===== src/sm4_pkg.sv =====
// Shared types, constants and tables for the SM4 block cipher.
`timescale 1ns / 1ps

package sm4_pkg;

  typedef logic [31:0] word_t;

  // The cipher always runs 32 rounds, so a round index is 5 bits wide.
  localparam int RoundCount = 32;
  localparam int RndW       = $clog2(RoundCount);

  typedef logic [RndW-1:0] rnd_t;

  localparam rnd_t LastRound = rnd_t'(RoundCount - 1);

  // System parameter FK, XORed into the key words before expansion.
  localparam word_t FK [4] = '{32'hA3B1BAC6, 32'h56AA3350, 32'h677D9197, 32'hB27022DC};

  // Substitution box.
  localparam logic [7:0] SBOX [256] = '{
    8'hD6, 8'h90, 8'hE9, 8'hFE, 8'hCC, 8'hE1, 8'h3D, 8'hB7,
    8'h16, 8'hB6, 8'h14, 8'hC2, 8'h28, 8'hFB, 8'h2C, 8'h05,
    8'h2B, 8'h67, 8'h9A, 8'h76, 8'h2A, 8'hBE, 8'h04, 8'hC3,
    8'hAA, 8'h44, 8'h13, 8'h26, 8'h49, 8'h86, 8'h06, 8'h99,
    8'h9C, 8'h42, 8'h50, 8'hF4, 8'h91, 8'hEF, 8'h98, 8'h7A,
    8'h33, 8'h54, 8'h0B, 8'h43, 8'hED, 8'hCF, 8'hAC, 8'h62,
    8'hE4, 8'hB3, 8'h1C, 8'hA9, 8'hC9, 8'h08, 8'hE8, 8'h95,
    8'h80, 8'hDF, 8'h94, 8'hFA, 8'h75, 8'h8F, 8'h3F, 8'hA6,
    8'h47, 8'h07, 8'hA7, 8'hFC, 8'hF3, 8'h73, 8'h17, 8'hBA,
    8'h83, 8'h59, 8'h3C, 8'h19, 8'hE6, 8'h85, 8'h4F, 8'hA8,
    8'h68, 8'h6B, 8'h81, 8'hB2, 8'h71, 8'h64, 8'hDA, 8'h8B,
    8'hF8, 8'hEB, 8'h0F, 8'h4B, 8'h70, 8'h56, 8'h9D, 8'h35,
    8'h1E, 8'h24, 8'h0E, 8'h5E, 8'h63, 8'h58, 8'hD1, 8'hA2,
    8'h25, 8'h22, 8'h7C, 8'h3B, 8'h01, 8'h21, 8'h78, 8'h87,
    8'hD4, 8'h00, 8'h46, 8'h57, 8'h9F, 8'hD3, 8'h27, 8'h52,
    8'h4C, 8'h36, 8'h02, 8'hE7, 8'hA0, 8'hC4, 8'hC8, 8'h9E,
    8'hEA, 8'hBF, 8'h8A, 8'hD2, 8'h40, 8'hC7, 8'h38, 8'hB5,
    8'hA3, 8'hF7, 8'hF2, 8'hCE, 8'hF9, 8'h61, 8'h15, 8'hA1,
    8'hE0, 8'hAE, 8'h5D, 8'hA4, 8'h9B, 8'h34, 8'h1A, 8'h55,
    8'hAD, 8'h93, 8'h32, 8'h30, 8'hF5, 8'h8C, 8'hB1, 8'hE3,
    8'h1D, 8'hF6, 8'hE2, 8'h2E, 8'h82, 8'h66, 8'hCA, 8'h60,
    8'hC0, 8'h29, 8'h23, 8'hAB, 8'h0D, 8'h53, 8'h4E, 8'h6F,
    8'hD5, 8'hDB, 8'h37, 8'h45, 8'hDE, 8'hFD, 8'h8E, 8'h2F,
    8'h03, 8'hFF, 8'h6A, 8'h72, 8'h6D, 8'h6C, 8'h5B, 8'h51,
    8'h8D, 8'h1B, 8'hAF, 8'h92, 8'hBB, 8'hDD, 8'hBC, 8'h7F,
    8'h11, 8'hD9, 8'h5C, 8'h41, 8'h1F, 8'h10, 8'h5A, 8'hD8,
    8'h0A, 8'hC1, 8'h31, 8'h88, 8'hA5, 8'hCD, 8'h7B, 8'hBD,
    8'h2D, 8'h74, 8'hD0, 8'h12, 8'hB8, 8'hE5, 8'hB4, 8'hB0,
    8'h89, 8'h69, 8'h97, 8'h4A, 8'h0C, 8'h96, 8'h77, 8'h7E,
    8'h65, 8'hB9, 8'hF1, 8'h09, 8'hC5, 8'h6E, 8'hC6, 8'h84,
    8'h18, 8'hF0, 8'h7D, 8'hEC, 8'h3A, 8'hDC, 8'h4D, 8'h20,
    8'h79, 8'hEE, 8'h5F, 8'h3E, 8'hD7, 8'hCB, 8'h39, 8'h48
  };

  // Round constant CK: byte j of constant i is (4*i + j) * 7, modulo 256.
  function automatic word_t round_const(input rnd_t idx);
    logic [7:0] base;
    logic [7:0] pos;
    word_t      c;
    base = {1'b0, idx, 2'b00};
    c    = '0;
    for (int j = 0; j < 4; j++) begin
      pos = base + 8'(j);
      c   = {c[23:0], 8'((pos << 3) - pos)};
    end
    return c;
  endfunction

endpackage


===== src/sm4_round.sv =====
// Shared SM4 round unit: S-box layer plus linear map, for data and key rounds.
`timescale 1ns / 1ps

module sm4_round
  import sm4_pkg::*;
(
  input  word_t x0,
  input  word_t x1,
  input  word_t x2,
  input  word_t x3,
  input  word_t rk,
  input  logic  key_sched,
  output word_t nx
);

  word_t t_in;
  word_t b;
  word_t lin_data;
  word_t lin_key;

  // Mix the three upper words with the round key or round constant.
  assign t_in = x1 ^ x2 ^ x3 ^ rk;

  // Byte-wise substitution.
  assign b = {SBOX[t_in[31:24]], SBOX[t_in[23:16]], SBOX[t_in[15:8]], SBOX[t_in[7:0]]};

  // L for data rounds, L' for key expansion rounds.
  assign lin_data = b ^ {b[29:0], b[31:30]} ^ {b[21:0], b[31:22]}
                      ^ {b[13:0], b[31:14]} ^ {b[7:0], b[31:8]};
  assign lin_key  = b ^ {b[18:0], b[31:19]} ^ {b[8:0], b[31:9]};

  assign nx = x0 ^ (key_sched ? lin_key : lin_data);

endmodule


===== src/sm4_block_cipher.sv =====
// Top level of the SM4 block cipher: sequencer, key and round-key storage.
//
//   Channel | Direction | Ports                                        | Moves
//   --------+-----------+----------------------------------------------+------------------
//   in      | sink      | in_valid, in_ready, in_block_word0..3        | one 128-bit block
//   out     | source    | out_valid, out_ready, out_result_word0..3    | one 128-bit block
//   cfg     | sink      | cfg_valid, cfg_ready, cfg_index, cfg_data    | one register write
//
// A block passes through the accept state, a load state that loads the working words and
// reads the first round key, and 32 rounds, one per cycle through the single shared round
// unit. The first block after a key write first runs key expansion through the same
// unit. Reset is synchronous and active low and clears the sequencer, the key-ready
// flag, the output valid flag, the mode and the key registers; the round-key memory
// needs no clearing. The result waits in an output register, so a new block can be
// taken meanwhile; the last round stalls while it is full.
`timescale 1ns / 1ps

module sm4_block_cipher
  import sm4_pkg::*;
(
  input  logic        clk,
  input  logic        rst_n,

  input  logic        in_valid,
  output logic        in_ready,
  input  word_t       in_block_word0,
  input  word_t       in_block_word1,
  input  word_t       in_block_word2,
  input  word_t       in_block_word3,

  output logic        out_valid,
  input  logic        out_ready,
  output word_t       out_result_word0,
  output word_t       out_result_word1,
  output word_t       out_result_word2,
  output word_t       out_result_word3,

  input  logic        cfg_valid,
  output logic        cfg_ready,
  input  logic [2:0]  cfg_index,
  input  word_t       cfg_data
);

  // Sequencer states.
  localparam logic [1:0] ST_IDLE   = 2'd0;
  localparam logic [1:0] ST_EXPAND = 2'd1;
  localparam logic [1:0] ST_LOAD   = 2'd2;
  localparam logic [1:0] ST_ROUND  = 2'd3;

  // Register indexes of the configuration port.
  localparam logic [2:0] REG_KEY0 = 3'd0;
  localparam logic [2:0] REG_KEY1 = 3'd1;
  localparam logic [2:0] REG_KEY2 = 3'd2;
  localparam logic [2:0] REG_KEY3 = 3'd3;
  localparam logic [2:0] REG_MODE = 3'd4;

  logic [1:0] state_r, state_nxt;
  rnd_t       cnt_r, cnt_nxt;
  logic       keys_ready_r, keys_ready_nxt;
  logic       out_valid_r, out_valid_nxt;
  logic       mode_r;
  word_t      key_r   [4];
  word_t      blk_r   [4];
  word_t      w_r     [4];
  word_t      w_nxt   [4];
  word_t      res_r   [4];
  word_t      rk_mem  [RoundCount];
  word_t      rk_q_r;
  word_t      rk_in;
  word_t      nx;
  logic       in_xfer;
  logic       cfg_xfer;
  logic       out_free;
  logic       last_round;
  logic       advance;
  logic       finish;
  logic       rk_rd_en;
  rnd_t       rd_idx;
  rnd_t       rd_addr;

  assign in_xfer    = in_valid && in_ready;
  assign cfg_xfer   = cfg_valid && cfg_ready;
  assign out_free   = !out_valid_r || out_ready;
  assign last_round = (cnt_r == LastRound);
  assign advance    = (state_r == ST_ROUND) && (!last_round || out_free);
  assign finish     = (state_r == ST_ROUND) && last_round && out_free;

  assign in_ready  = (state_r == ST_IDLE);
  assign cfg_ready = 1'b1;

  // Shared round unit; key expansion feeds it the round constant instead of a key.
  assign rk_in = (state_r == ST_EXPAND) ? round_const(cnt_r) : rk_q_r;

  sm4_round u_round (
    .x0        (w_r[0]),
    .x1        (w_r[1]),
    .x2        (w_r[2]),
    .x3        (w_r[3]),
    .rk        (rk_in),
    .key_sched (state_r == ST_EXPAND),
    .nx        (nx)
  );

  // Round-key read address runs one round ahead; decryption reads in reverse.
  assign rd_idx   = (state_r == ST_LOAD) ? '0 : cnt_r + rnd_t'(1);
  assign rd_addr  = mode_r ? ~rd_idx : rd_idx;
  assign rk_rd_en = (state_r == ST_LOAD) || advance;

  // Sequencer and control next state.
  always_comb begin
    state_nxt      = state_r;
    cnt_nxt        = cnt_r;
    keys_ready_nxt = keys_ready_r;
    out_valid_nxt  = out_valid_r && !out_ready;
    case (state_r)
      ST_IDLE: begin
        cnt_nxt = '0;
        if (in_xfer) begin
          state_nxt = keys_ready_r ? ST_LOAD : ST_EXPAND;
        end
      end
      ST_EXPAND: begin
        cnt_nxt = cnt_r + rnd_t'(1);
        if (last_round) begin
          state_nxt      = ST_LOAD;
          keys_ready_nxt = 1'b1;
        end
      end
      ST_LOAD: begin
        cnt_nxt   = '0;
        state_nxt = ST_ROUND;
      end
      ST_ROUND: begin
        if (advance) begin
          cnt_nxt = cnt_r + rnd_t'(1);
        end
        if (finish) begin
          state_nxt     = ST_IDLE;
          out_valid_nxt = 1'b1;
        end
      end
      default: begin
        state_nxt = ST_IDLE;
      end
    endcase
    // Any key word write forces a fresh expansion on the next block.
    if (cfg_xfer && (cfg_index == REG_KEY0 || cfg_index == REG_KEY1 ||
                     cfg_index == REG_KEY2 || cfg_index == REG_KEY3)) begin
      keys_ready_nxt = 1'b0;
    end
  end

  // Working words: load the key or the block, shift by one word per round.
  always_comb begin
    for (int i = 0; i < 4; i++) begin
      w_nxt[i] = w_r[i];
    end
    if (in_xfer && !keys_ready_r) begin
      for (int i = 0; i < 4; i++) begin
        w_nxt[i] = key_r[i] ^ FK[i];
      end
    end else if (state_r == ST_LOAD) begin
      for (int i = 0; i < 4; i++) begin
        w_nxt[i] = blk_r[i];
      end
    end else if (state_r == ST_EXPAND || advance) begin
      w_nxt[0] = w_r[1];
      w_nxt[1] = w_r[2];
      w_nxt[2] = w_r[3];
      w_nxt[3] = nx;
    end
  end

  // Control registers.
  always_ff @(posedge clk) begin
    if (!rst_n) begin
      state_r      <= ST_IDLE;
      cnt_r        <= '0;
      keys_ready_r <= 1'b0;
      out_valid_r  <= 1'b0;
      mode_r       <= 1'b0;
      for (int i = 0; i < 4; i++) begin
        key_r[i] <= '0;
      end
    end else begin
      state_r      <= state_nxt;
      cnt_r        <= cnt_nxt;
      keys_ready_r <= keys_ready_nxt;
      out_valid_r  <= out_valid_nxt;
      if (cfg_xfer) begin
        case (cfg_index)
          REG_KEY0: key_r[0] <= cfg_data;
          REG_KEY1: key_r[1] <= cfg_data;
          REG_KEY2: key_r[2] <= cfg_data;
          REG_KEY3: key_r[3] <= cfg_data;
          REG_MODE: mode_r   <= cfg_data[0];
          default: ;
        endcase
      end
    end
  end

  // Payload registers.
  always_ff @(posedge clk) begin
    for (int i = 0; i < 4; i++) begin
      w_r[i] <= w_nxt[i];
    end
    if (in_xfer) begin
      blk_r[0] <= in_block_word0;
      blk_r[1] <= in_block_word1;
      blk_r[2] <= in_block_word2;
      blk_r[3] <= in_block_word3;
    end
    if (finish) begin
      res_r[0] <= nx;
      res_r[1] <= w_r[3];
      res_r[2] <= w_r[2];
      res_r[3] <= w_r[1];
    end
  end

  // Round-key memory: written during expansion, read one round ahead.
  always_ff @(posedge clk) begin
    if (state_r == ST_EXPAND) begin
      rk_mem[cnt_r] <= nx;
    end
    if (rk_rd_en) begin
      rk_q_r <= rk_mem[rd_addr];
    end
  end

  assign out_valid        = out_valid_r;
  assign out_result_word0 = res_r[0];
  assign out_result_word1 = res_r[1];
  assign out_result_word2 = res_r[2];
  assign out_result_word3 = res_r[3];

  // A result appears only at the end of the last round.
  a_result_from_round: assert property (@(posedge clk) disable iff (!rst_n)
    $rose(out_valid_r) |-> $past(state_r == ST_ROUND) && $past(last_round))
    else $error("result raised outside the last round");

  // Expansion never runs while the round keys are marked ready.
  a_expand_needs_stale: assert property (@(posedge clk) disable iff (!rst_n)
    (state_r == ST_EXPAND) |-> !keys_ready_r)
    else $error("key expansion with keys already ready");

  // Rounds always start from round zero.
  a_round_starts_zero: assert property (@(posedge clk) disable iff (!rst_n)
    (state_r == ST_LOAD) |=> (state_r == ST_ROUND) && (cnt_r == '0))
    else $error("round counter not cleared at round start");

  // The last round never overwrites a waiting result.
  a_no_overwrite: assert property (@(posedge clk) disable iff (!rst_n)
    (out_valid_r && !out_ready) |=> !$rose(out_valid_r) && $stable(res_r[0]))
    else $error("waiting result overwritten");

endmodule


===== config.mk =====
export PLATFORM = sky130hd
export DESIGN_NAME = sm4_block_cipher
export DESIGN_NICKNAME = d
export VERILOG_FILES = /design/src/sm4_pkg.sv /design/src/sm4_round.sv /design/src/sm4_block_cipher.sv
export SDC_FILE = /design/constraint.sdc
export NUM_CORES = 2
export LEC_CHECK = 0
export BUFFER_PORTS_ARGS = -buffer_cell sky130_fd_sc_hd__clkbuf_2
export CELL_PAD_IN_SITES_DETAIL_PLACEMENT = 0
export CELL_PAD_IN_SITES_GLOBAL_PLACEMENT = 1
export CORE_UTILIZATION = 53
export CTS_CLUSTER_SIZE = 24
export DETAILED_ROUTE_END_ITERATION = 10
export HOLD_SLACK_MARGIN = 0.08
export PLACE_DENSITY = 0.82
export RECOVER_POWER = 100
export SLEW_MARGIN = 20
export SYNTH_ARGS = -nofsm -noshare
export SYNTH_HDL_FRONTEND = slang
export SYNTH_SLANG_ARGS = --single-unit

===== constraint.sdc =====
create_clock -name clk -period 10.66 [get_ports clk]
set_input_delay 0.533 -clock clk [delete_from_list [all_inputs] [get_ports clk]]
set_output_delay 0.533 -clock clk [all_outputs]
set_load 0.02 [all_outputs]

==> results.md <==
* Status: complete, but fails checks
* Violated checks: capacitance limit, slew limit
* Number of flops mapped to enable cells by yosys at 1568
* Initial antenna violation count at 12
* Post-DP HPWL at 166000 um
* First-pass GRT wire length at 388000 um
* Cts hold-fix bufs at 142
* Root Driver: clkbuf_16
* Slew HR at -234%
* I/O pins at 299
* Largest family of logic cells by synthesized area: compound AO/OA/AOI/OAI gates
* Fin crit share at 85.7%
* Sequential element share of the synthesized area at 61.4%
* Clk slew on worst S/H paths at 0.06 ns
* Overflow after GRT at 0
* Setup ws final at 1.52 ns
* Setup violators final at 0
* Core area at 144000 sq um
* Post-Synth Simple-Gate Area at 7.08%
* Synthesized Nets at 5542
* # DRC at 0
* Global Route Usage Sum at 37.0%
* Max-cap violation count at 62
* Unrepaired setup endpoints after global routing: false
* Vias at 55.0k
* Fraction of registers with async set or reset after synthesis at 0%
* Input/output buffers at 297
* Area leader, netlist: edfxtp_1
* Synth cell count leaders: edfxtp_1, mux4_2, a21oi_1, o21ai_0, nand2_1
* Area grow syn2layout at 11.9%
* CTS Sinks at 1578
* Count leader, synth: edfxtp_1
* WS Path Type: flip-flop to flip-flop
* CP endpoint kind: flip-flop
* Fin. Hold Viols at 0
* Final Max Slew Viols at 1966
* CTS resizes at 0
* Worst min path class: input port to flip-flop
* Startpoint types: flip-flop
* Register bit total from synthesis at 1578
* Vias in the first global route at 52.4k
* Worst-path maximum fanout at 169
* WP data arrival at 9.60 ns
* Remaining antenna violation count at 0
* Top cells by area, synth: edfxtp_1, mux4_2, a21oi_1
* Syn Area/Cell at 14.5 sq um
* Synth unique cells at 123
* Clock buffer depth at 3
* Worst endpoint required time at 11.12 ns
* CTS tree: yes
* Nets at 5859
* Die X at 383 um
* Drt pass-1 iters at 8
* Total Neg Setup Slack at 0 ns
* Row cnt at 139
* Starting Density at 53.5%
* Vias/cell at 7.18
* Ys flop type: edfxtp_1
* Layout cells sized above 1 at 16.4%
* Post-Syn Instances at 5320
* DR iter-0 viols at 9122
* F_max at 109 MHz
* Die span in y at 383 um
* Yosys Warn Count at 0
* Total CTS buffers at 140
* Post-DR wirelength/cell at 36.1 um
* Largest net degree at the start of global routing at 170
* Post-Route Skew at 0.0320 ns
* Synth Cell Area at 77000 sq um
* Synth top area share at 61.1%
* Drt total wl at 276000 um
* Clk_lat worst skew at 0.78 ns
* Minimum clock period at 9.14 ns
* Die area at 147000 sq um
* Setup WS pre-CTS at 3.21 ns
* Worst Tran Pin Value at 5.02 ns
* Synth Area in Adders at 0.887%
* CTS H-tree lvls at 4
* Setup Buffers After CTS at 0
* Post-synthesis compound-gate area fraction at 12.2%
* Xor-xnor portion of the synthesized cell area at 3.82%
* GP Congestion at 1.02
* Mux contribution to synthesized area at 11.7%
[registers in the layout (all words and copies together) (netlist names), 2 cells and up]
signal	flops
rk_q_r	32
rk_mem	1024
w_r	128
cnt_r	5
blk_r	128
key_r	128
state_r	2
res_r	128
[worst paths after layout]
check,slack (ns),start,cells past startpoint,endpoint
max,1.52,cnt_r[1],9,rk_q_r[4]
min,0.13,cfg_data[21],2,key_r[2][21]
max reg2reg,1.52,cnt_r[1],9,rk_q_r[4]
min reg2reg,0.49,w_r[2][26],0,res_r[2][26]
[cells by family (layout without fill, tap and decap cells)]
logic type	after synthesis	after routing
other cells	1	7
fa+ha+maj	54	54
simple gates	1091	1091
buf+inv	493	916
xor+xnor	248	248
mux	480	480
compound gates	1375	1375
flops	1578	1578
[layout make-up]
| type | count | area (sq um) |
|---|---|---|
| clock buffers | 178 | 3740 |
| well taps | 1903 | 2380 |
| fillers | 10600 | 57700 |
| repair buffers | 626 | 3930 |
| inverters | 42 | 158 |
| clock inverters | 70 | 706 |
| multi-input cells | 3249 | 28000 |
| diodes | 6 | 15.0 |
| flip-flops and latches | 1578 | 47300 |
[layer usage]
metal	up-vias	global-route usage (%)	part of all wire, %
li1	21900	-	-
met1	27500	49.9	36
met2	4742	57.3	46
met3	816	9.45	13
met4	10	15.9	5.2
met5	-	0	0.039
[worst max-delay path: stages, from the launching register on]
cell	delay, ns
dfxtp_1	0.79
inv_1	0.20
ha_1	0.42
nor2b_1	0.23
xnor2_2	0.12
clkbuf_1	1.58
clkbuf_2	3.64
mux4_2	0.59
mux4_2	0.54
mux2_1	0.45
[metrics by stage]
step           area (sq um)  hold slack, ns  cells  util [%]
6_report              86200           0.128   7652      59.9
2_1_floorplan         77000           0.444   5320         -
3_3_place_gp          81000           0.474   7256      56.3
4_1_cts               86900          0.0825   7646      60.4
5_1_grt               86200           0.118   7648      59.9
3_5_place_dp          81000           0.474   7256      56.3
[layout by cell type, fill, tap and decap left out, types with 93 or more instances in the layout]
| cell type | Yosys | layout |
|---|---|---|
| a211oi_1 | 99 | 98 |
| a21oi_1 | 318 | 317 |
| buf_4 | 35 | 136 |
| clkbuf_1 | 240 | 259 |
| clkbuf_16 | 0 | 144 |
| clkbuf_2 | 2 | 120 |
| dlygate4sd3_1 | 0 | 142 |
| edfxtp_1 | 1568 | 1568 |
| mux2i_1 | 110 | 110 |
| mux4_2 | 327 | 327 |
| nand2_1 | 275 | 271 |
| nand3_1 | 102 | 102 |
| nor2_1 | 238 | 227 |
| nor3_1 | 94 | 93 |
| o21ai_0 | 289 | 293 |
Power is left out: the tool's default activity adds up to more than one toggle a clock period on the data nets, which glitch-free logic cannot reach.
